--- src/hdl/kmp_pkg.sv ---
`timescale 1ns / 1ps
`default_nettype none

package kmp_pkg;

  // Array size and price width
  localparam int MAX_PAIRS  = 16;
  localparam int PRICE_BITS = 16;

  // Fixed field widths
  localparam int K_BITS   = 5;
  localparam int OUT_BITS = 20;

  // Best profit after j pairs is below MAX_PAIRS * 2**PRICE_BITS
  localparam int SOLD_BITS = PRICE_BITS + $clog2(MAX_PAIRS);
  // Holding value is signed and one bit wider
  localparam int HOLD_BITS = SOLD_BITS + 1;
  // Select index covering 0..MAX_PAIRS
  localparam int IDX_BITS  = $clog2(MAX_PAIRS + 1);

  localparam logic [OUT_BITS-1:0]  OUT_MAX   = '1;
  // Most negative holding value marks an unreachable state
  localparam logic [HOLD_BITS-1:0] HOLD_NONE = {1'b1, {(HOLD_BITS-1){1'b0}}};

  typedef logic [SOLD_BITS-1:0]        sold_t;
  typedef logic signed [HOLD_BITS-1:0] hold_t;
  typedef logic [PRICE_BITS-1:0]       price_t;

  // Per-cycle control broadcast to every cell
  typedef struct packed {
    logic step;   // a price is transferred this cycle
    logic clear;  // that price closes the sequence
  } cell_ctrl_t;

endpackage

`default_nettype wire

--- src/hdl/kmp_cell.sv ---
`timescale 1ns / 1ps
`default_nettype none

// One transaction count: best holding and best sold values
module kmp_cell import kmp_pkg::*; (
  input  wire logic       clk,
  input  wire logic       rst,
  input  wire cell_ctrl_t ctrl,
  input  wire price_t     price,
  input  wire sold_t      sold_left,   // previous sold value of the cell before
  output      sold_t      sold,        // registered sold value
  output      sold_t      sold_next    // value after this price
);

  hold_t                 hold;
  hold_t                 hold_next;
  hold_t                 buy;
  logic signed [HOLD_BITS:0] sell;

  // Buy from the left neighbour's sale, sell from own holding
  always_comb begin
    buy  = $signed({1'b0, sold_left})
         - $signed({{(HOLD_BITS-PRICE_BITS){1'b0}}, price});
    sell = $signed({hold[HOLD_BITS-1], hold})
         + $signed({{(HOLD_BITS+1-PRICE_BITS){1'b0}}, price});
    hold_next = (buy > hold) ? buy : hold;
    sold_next = (sell > $signed({2'b00, sold})) ? SOLD_BITS'(sell) : sold;
  end

  // State update, cleared at reset and after the last price
  always_ff @(posedge clk) begin
    if (rst || (ctrl.step && ctrl.clear)) begin
      hold <= HOLD_NONE;
      sold <= '0;
    end else if (ctrl.step) begin
      hold <= hold_next;
      sold <= sold_next;
    end
  end

endmodule

`default_nettype wire

--- src/hdl/k_transaction_max_profit_top.sv ---
// Channel   | Handshake              | Payload
// ----------+------------------------+-------------------------------
// input     | in_valid / in_ready    | price[15:0], last_price
// output    | out_valid / out_ready  | best_profit[19:0]
// config    | cfg_we (no wait)       | cfg_data[4:0] = max_transactions
//
// Every cell updates in the same cycle, so one price is taken per cycle while in_ready is high.
// The result of a sequence is registered from its last price and valid in the next cycle.
// in_ready drops only while a result waits and out_ready is low.
// Synchronous reset: cells cleared, limit set to 1, no result pending.
// Cells clear themselves on the last price; the limit is kept.
`timescale 1ns / 1ps
`default_nettype none

module k_transaction_max_profit_top import kmp_pkg::*; (
  input  wire logic                  clk,
  input  wire logic                  rst,
  input  wire logic                  cfg_we,
  input  wire logic [K_BITS-1:0]     cfg_data,
  input  wire logic                  in_valid,
  output      logic                  in_ready,
  input  wire logic [PRICE_BITS-1:0] price,
  input  wire logic                  last_price,
  output      logic                  out_valid,
  input  wire logic                  out_ready,
  output      logic [OUT_BITS-1:0]   best_profit
);

  logic [K_BITS-1:0] max_transactions;
  cell_ctrl_t        ctrl;
  logic              in_xfer;
  sold_t             sold_chain [MAX_PAIRS+1];
  sold_t             sold_upd   [MAX_PAIRS+1];
  logic [IDX_BITS-1:0] pick;
  sold_t             picked;
  logic [OUT_BITS-1:0] profit_sat;
  int                k_lim;

  // Limit register
  always_ff @(posedge clk) begin
    if (rst) begin
      max_transactions <= K_BITS'(1);
    end else if (cfg_we) begin
      max_transactions <= cfg_data;
    end
  end

  // Handshake and cell control
  assign in_ready   = !out_valid || out_ready;
  assign in_xfer    = in_valid && in_ready;
  assign ctrl.step  = in_xfer;
  assign ctrl.clear = last_price;

  // Zero transactions always give zero
  assign sold_chain[0] = '0;
  assign sold_upd[0]   = '0;

  // Row of cells, each fed by its left neighbour
  for (genvar j = 1; j <= MAX_PAIRS; j++) begin : g_cell
    kmp_cell u_cell (
      .clk       (clk),
      .rst       (rst),
      .ctrl      (ctrl),
      .price     (price),
      .sold_left (sold_chain[j-1]),
      .sold      (sold_chain[j]),
      .sold_next (sold_upd[j])
    );
  end

  // Pick the cell of the clamped limit and saturate to the output width
  always_comb begin
    k_lim  = int'(max_transactions);
    if (k_lim > MAX_PAIRS) begin
      k_lim = MAX_PAIRS;
    end
    pick   = IDX_BITS'(k_lim);
    picked = sold_upd[pick];
    if (64'(picked) > 64'(OUT_MAX)) begin
      profit_sat = OUT_MAX;
    end else begin
      profit_sat = OUT_BITS'(picked);
    end
  end

  // Output register
  always_ff @(posedge clk) begin
    if (rst) begin
      out_valid <= 1'b0;
    end else if (in_xfer && last_price) begin
      out_valid <= 1'b1;
    end else if (out_ready) begin
      out_valid <= 1'b0;
    end
  end

  always_ff @(posedge clk) begin
    if (in_xfer && last_price) begin
      best_profit <= profit_sat;
    end
  end

  // A closing price always leaves a result behind
  a_last_gives_result: assert property (@(posedge clk) disable iff (rst)
    in_xfer && last_price |=> out_valid)
    else $error("closing price gave no result");

  // The first and last cells hold a sold value of zero after a closing price
  a_cleared: assert property (@(posedge clk) disable iff (rst)
    in_xfer && last_price |=> sold_chain[1] == '0 && sold_chain[MAX_PAIRS] == '0)
    else $error("cells not cleared after closing price");

  // More allowed pairs never give less (the last cell is checked against the first)
  a_monotone: assert property (@(posedge clk) disable iff (rst)
    sold_chain[MAX_PAIRS] >= sold_chain[1])
    else $error("sold values not monotone along the row");

  // A result appears only after a closing price
  a_result_source: assert property (@(posedge clk) disable iff (rst)
    $rose(out_valid) |-> $past(in_valid && in_ready && last_price))
    else $error("result without closing price");

endmodule

`default_nettype wire
--- config.mk ---
export PLATFORM = sky130hd
export DESIGN_NAME = k_transaction_max_profit_top
export DESIGN_NICKNAME = d
export VERILOG_FILES = /design/src/hdl/kmp_pkg.sv /design/src/hdl/kmp_cell.sv /design/src/hdl/k_transaction_max_profit_top.sv
export SDC_FILE = /design/constraint.sdc
export NUM_CORES = 2
export LEC_CHECK = 0
export ABC_AREA = 0
export BUFFER_PORTS_ARGS = -buffer_cell sky130_fd_sc_hd__buf_2
export CAP_MARGIN = 15
export CORE_ASPECT_RATIO = 1.25
export CORE_MARGIN = 4
export CORE_UTILIZATION = 30
export DETAILED_ROUTE_END_ITERATION = 7
export PLACE_DENSITY = 0.5
export REMOVE_ABC_BUFFERS = 1
export SLEW_MARGIN = 20
export SYNTH_ARGS = -nofsm -noshare
export SYNTH_HDL_FRONTEND = slang
export SYNTH_SLANG_ARGS = --single-unit
--- constraint.sdc ---
create_clock -name clk -period 8.47 [get_ports clk]
set_clock_uncertainty 0.05 [all_clocks]
set_input_delay 1.2705 -clock clk [delete_from_list [all_inputs] [get_ports clk]]
set_output_delay 1.2705 -clock clk [all_outputs]
set_load 0.01 [all_outputs]
Word level (Yosys, flattened, before mapping)
Cells that the tools add are included.
{"block": "word_totals", "elab_cells": 146, "inputBits": 27, "output_inout_bits": 22, "reg_bits": 682}
{"block": "op_classes", "mux": 22, "order_cmp": 34, "bitwise": 1, "n_addsub": 32, "n_reduce_logical": 22}
{"cell": "two-way mux 20 bit", "count": 18}
{"cell": "adder 21 x 17 -> 22 bit", "count": 16}
{"cell": "greater-than comparator 22 x 21 -> 1 bit", "count": 16}
{"cell": "greater-than comparator 21 bit", "count": 15}
{"cell": "subtractor 20 x 16 -> 21 bit", "count": 15}
{"cell": "binary-select mux 20 bit (select 5 bit)", "count": 1}
{"cell": "AND reduction 2 bit", "count": 16}
{"cell": "greater-than comparator 17 x 21 -> 1 bit", "count": 1}
{"cell": "subtractor 1 x 16 -> 17 bit, first input constant", "count": 1}
{"cell": ">= comparator 6 bit, second input constant", "count": 1}
{"cell": "inverter 5 -> 6 bit", "count": 1}
{"cell": "greater-than comparator 5 bit, second input constant", "count": 1}
{"cell": "two-way mux 5 bit", "count": 1}
{"cell": "logical AND 1 bit", "count": 2}
{"cell": "logical OR 1 bit", "count": 2}
{"cell": "two-way mux 1 bit", "count": 2}
{"cell": "nonzero test 2 bit", "count": 1}
{"cell": "logical NOT 1 bit", "count": 1}

Longest topological paths before layout
{"block": "depth", "word_depth": 6, "mapped_depth": 25, "ltp_nobuf": 24}

Cells and area by module
From an unflattened synthesis, not the netlist that was laid out.
{"block": "unflattened", "cells_unflattened": 9715, "hier_area_um2": 77853.4}
{"mod": "kmp_cell (g_cell[10].u_cell ...)", "area_per_inst_um2": 4585.6, "cells_each": 581, "n_inst": 8, "seq_area_each_um2": 820.8}
{"mod": "kmp_cell (g_cell[6].u_cell ...)", "area_per_inst_um2": 4810.9, "cells_each": 587, "n_inst": 3, "seq_area_each_um2": 820.8}
{"mod": "kmp_cell (g_cell[12].u_cell ...)", "area_per_inst_um2": 4694.5, "cells_each": 590, "n_inst": 2, "seq_area_each_um2": 820.8}
{"mod": "kmp_cell (g_cell[14].u_cell)", "area_per_inst_um2": 4558.1, "cells_each": 574, "n_inst": 1, "seq_area_each_um2": 820.8}
{"mod": "kmp_cell (g_cell[5].u_cell)", "area_per_inst_um2": 4548.1, "cells_each": 560, "n_inst": 1, "seq_area_each_um2": 820.8}
{"mod": "kmp_cell (g_cell[9].u_cell)", "area_per_inst_um2": 4494.3, "cells_each": 604, "n_inst": 1, "seq_area_each_um2": 820.8}
{"mod": "k_transaction_max_profit_top", "area_per_inst_um2": 3746.1, "cells_each": 388, "n_inst": 1, "seq_area_each_um2": 720.7}

Least setup slack after synthesis
Ideal clock, no wire load.
{"block": "synth_timing", "kind": "input-to-reg", "from": "input price[1]", "to": "register g_cell[11].u_cell.hold[10]", "setup_time_ns": 0.128, "t_arrival_ns": 6.658, "setup_slack_ns": 1.635, "n_path_buf": 1, "required_ns": 8.292, "cell_stages": 22, "path_cell_list": "inv_1 > fa_1 > a21o_1 > a21oi_1 > nor2b_1 > o21a_1 > o41ai_1 > o21ai_0 > o41ai_1 > o21ai_0 > nor4_1 > xnor2_1 > ha_1 > and4_1 > nand4_1 > nor3_1 > a221oi_1 > o221ai_1 > a21oi_1 > clkbuf_1 > mux2i_1 > nor2_1"}
{"block": "synth_between", "elab_chain_len": 3}
{"item": "start, declared", "line_no": "k_transaction_max_profit_top.sv:22", "text": "input wire logic [PRICE_BITS-1:0] price,"}
{"item": "subtractor 20 x 16 -> 21 bit", "line_no": "kmp_cell.sv:23", "text": "- $signed({{(HOLD_BITS-PRICE_BITS){1'b0}}, price});"}
{"item": "named net g_cell[11].u_cell.buy[18]", "line_no": "kmp_cell.sv:17", "text": "hold_t buy;"}
{"item": "greater-than comparator 21 bit", "line_no": "kmp_cell.sv:26", "text": "hold_next = (buy > hold) ? buy : hold;"}
{"item": "AND reduction 2 bit (no source line)"}
{"item": "end signal, assigned", "line_no": "kmp_cell.sv:36", "text": "hold <= hold_next;"}
{"item": "end, declared", "line_no": "kmp_cell.sv:15", "text": "hold_t hold;"}
The timed path passes the listed nets, and every way through them passes these cells.
A chain may end at the register's enable or synchronous reset.

Worst setup path in the final report
{"block": "layout_timing", "from": "input price[8]", "to": "register best_profit[5] (data pin)"}
{"block": "layout_between", "elab_chain_len": 6, "word_cells_on_any_way": 51, "cone_classes": "16 x add/sub; 16 x order compare; 19 x mux"}
{"item": "adder 21 x 17 -> 22 bit", "line_no": "kmp_cell.sv:25", "text": "+ $signed({{(HOLD_BITS+1-PRICE_BITS){1'b0}}, price});"}
{"item": "greater-than comparator 22 x 21 -> 1 bit", "line_no": "kmp_cell.sv:27", "text": "sold_next = (sell > $signed({2'b00, sold})) ? SOLD_BITS'(sell) : sold;"}
{"item": "two-way mux 20 bit", "line_no": "kmp_cell.sv:27"}
{"item": "binary-select mux 20 bit (select 5 bit) (*)", "line_no": "k_transaction_max_profit_top.sv:78", "text": "picked = sold_upd[pick];"}
{"item": "two-way mux 20 bit (not written as such) (*) (2 in series)", "line_no": "k_transaction_max_profit_top.sv:78"}
{"item": "named net picked[5]", "line_no": "k_transaction_max_profit_top.sv:35", "text": "sold_t picked;"}
{"item": "end signal, assigned", "line_no": "k_transaction_max_profit_top.sv:99", "text": "best_profit <= profit_sat;"}
{"item": "end, declared", "line_no": "k_transaction_max_profit_top.sv:26", "text": "output logic [OUT_BITS-1:0] best_profit"}
The timed path passes the listed nets; every way through them passes the cells marked *. The select of a mux whose other input is x is not followed.

==> run metrics <==
crit path launch type primary input; DRC viols 0; row count 197; syn_area_per_cell 7.84 µm²; TritonCTS clock tree built; Root Buffer clkbuf_16; postcts setup bufs 0; Worst setup endpoint best_profit[5]; Worst Path Buf+Inv 5; FILL cells 24300; Synth Register Bits 679; list of most frequent post-synthesis cells ha_1 (1150), nor2_1 (1000), inv_1 (837); critical path's slowest cell nor3_1; minimum clock period after layout 7730 ps; crit path kind in2reg; number of port buffers 48; Synth Instances 8882; register area share after synthesis 19.8%; Chip Width 439 µm; Max H-tree Level 3; Worst R2R End best_profit[10]; worst-case clock buffer depth 3; period utilisation layout 91.3%; maxcap violations 0; main area contributors after synthesis ha_1 (21%), dfxtp_1 (19%), mux2i_1 (7.6%); slowest stage delay, CP 780 ps; share of cells above drive strength 1 6.52%; Pre-antenna DRT Iters 6; Placement Cell Area 74900 µm²; via count 66400; RSZ-0062 raised after global routing false; Max Slew Vio Count 0; stages on the worst setup path 25; Main synth FF type dfxtp_1; cell with the most instances after synthesis ha_1; Total Die Area 240000 µm²; Congestion Overflow GR 0; DP Cell Count 12000; crit end category flip-flop; global-route wire length before repair 420 mm; normalized max-slew margin 20.9%; post-route total power 0.0122 W; status finished, final reports clean; final core utilization 33.9%; Worst EP required 8910 ps; post-synth top area share 20.7%; final std cells w/o fill 12200; WL per Instance 23.7 µm; Critical Path Most Common Cell buf_4; GPL Wtd Cong 0.977; vias per inst 5.46; Detailed Route WL 288 mm; Yosys warning count 0; Initial Util 30.2%; largest area contributor in the netlist ha_1; Area Overhead vs Synth 12.3%; FMAX 0.129 GHz; R2R Setup Slk 1450 ps; leak pwr 34.4 nW; hold crit path type reg2reg; asr flop ratio synth 0%; Cell Pwr Density 156 nW/µm²; number of synthesized flops with an enable pin 20; Inserted Clock Buffers 93; Tightest Pin Transition 1180 ps; number of I/O pins 49; via count of the first global-routing pass 64600; Final ANT Viol Nets 0; Clk Latency, worst-skew pair 760 ps; core area 231000 µm²; clk sinks 679; worst-case reg-to-reg path depth 24; final hold violations 0; post-CTS sizing 0; Cell variety after synth 90; maximum vdd drop 0.000181 V; total track usage 23.2%; Worst-path clk slew 60 ps; Critical Path AT 8170 ps; initial antenna violation count 31; Top delay family on crit path simple AND/OR/NAND/NOR gates; CP Launch Point price[8]; FF-to-FF Start g_cell[2].u_cell.hold[0]; mapped cell area 69600 µm²; Die H 547 µm; largest net degree at the start of global routing 173; post-detail-place hpwl 226 mm; fin nets 10200; final setup fails 0; critical path peak fanout 22; DR iter-0 viols 4841; Post-CTS Hold Buffers 0; final design area excluding fillers 78200 µm²
-- state kept, by name, summed over array words and instances, names as in the netlist --
register            flops
out_valid               1
g_cell.u_cell.hold    333
g_cell.u_cell.sold    320
max_transactions        5
best_profit            20
-- worst min path at each step --
stage,cells after the start,slack [ps],endpoint,startpoint
after floorplan,2,400,g_cell[16].u_cell.sold[10],g_cell[16].u_cell.sold[10]
after global placement,2,410,g_cell[16].u_cell.sold[9],g_cell[16].u_cell.sold[9]
after detailed placement,2,410,g_cell[16].u_cell.sold[13],g_cell[16].u_cell.sold[13]
after CTS,2,420,g_cell[16].u_cell.sold[13],g_cell[16].u_cell.sold[13]
after global routing,2,450,g_cell[16].u_cell.sold[14],g_cell[16].u_cell.sold[14]
final,2,420,g_cell[16].u_cell.sold[13],g_cell[16].u_cell.sold[13]
-- layout by cell type (no fill, tap or decap), types with 72 or more instances in the layout --
master     Yosys  layout
a21o_1       239     239
nand2_1      655     651
inv_1        837     822
xor2_1       113     113
nor2_1      1000     993
clkbuf_16      0      96
mux2i_1      530     530
ha_1        1150    1150
buf_4         11     213
nand3_1      167     167
o21ai_0      350     350
nor4_1        80      80
dfxtp_1      659     658
a21oi_1      721     720
nor3_1       149     148
nand4_1      131     131
a211oi_1     227     227
o21a_1       128     128
xnor2_1      395     395
nor2b_1       93      91
o211ai_1      72      72
-- worst reg2reg max path, cell delays in order (launching register included) --
cell,delay (ps)
dfxtp_1,340
ha_1,220
fa_1,420
a211oi_1,290
o21bai_1,150
a31oi_1,340
a211o_1,240
nor2b_1,300
o21bai_1,110
a21o_1,190
xor2_1,170
ha_1,290
nand3_1,90
or4_1,550
or4_1,530
o221ai_1,170
o2bb2ai_1,260
nor2_2,240
buf_4,320
mux2_2,400
a21oi_1,130
o21ai_0,110
o21ai_0,520
buf_4,210
o211ai_1,90
-- metrics by stage --
stage | setup TNS [ps] | setup slack, ps | hold WS, ps
after global routing | 0 | 632 | 447
final | 0 | 738 | 420
after floorplan | -200130 | -533 | 396
after global placement | 0 | 25.4 | 406
after CTS | 0 | 927 | 419
after detailed placement | 0 | 102 | 411
-- per-layer routing --
layer | GRT usage (%) | vias to the layer above | wire length, µm
met2 | 40.5 | 1785 | 138000
met4 | 14.0 | 10 | 20400
li1 | - | 32100 | -
met1 | 27.3 | 31900 | 116000
met5 | 0 | - | 65
met3 | 2.23 | 552 | 13400
-- layout make-up --
cell class | count | area [µm²] | share of cell area (%)
clock buffer | 133 | 2710 | 3.47
timing repair buffer | 285 | 2350 | 3.01
clock inverter | 40 | 563 | 0.720
multi-input combinational | 7093 | 51800 | 66.2
antenna | 4 | 10.0 | 0.0128
sequential | 679 | 13800 | 17.6
inverter | 838 | 3150 | 4.02
tap | 3084 | 3860 | 4.93
-- report_power, final --
part / total [W] / switching [W] / internal (W)
Clock: 0.00438 / 0.00181 / 0.00257
Combinational: 0.00428 / 0.00263 / 0.00165
Sequential: 0.00354 / 0.000178 / 0.00337
Total: 0.0122 / 0.00461 / 0.00759
-- cells by family (layout without fill, tap and decap cells) --
group           count (synthesis)  in the layout  synth area share (%)
xor+xnor                      508            508                  6.39
flops                         679            679                  19.8
other cells                     0              4                     0
mux                           569            569                  8.26
simple gates                 2578           2578                  16.8
buf+inv                      1110           1296                  6.11
fa+ha+maj                    1181           1181                  21.6
compound gates               2257           2257                  21.1
Note: power is estimated with default switching activity, not from simulation.
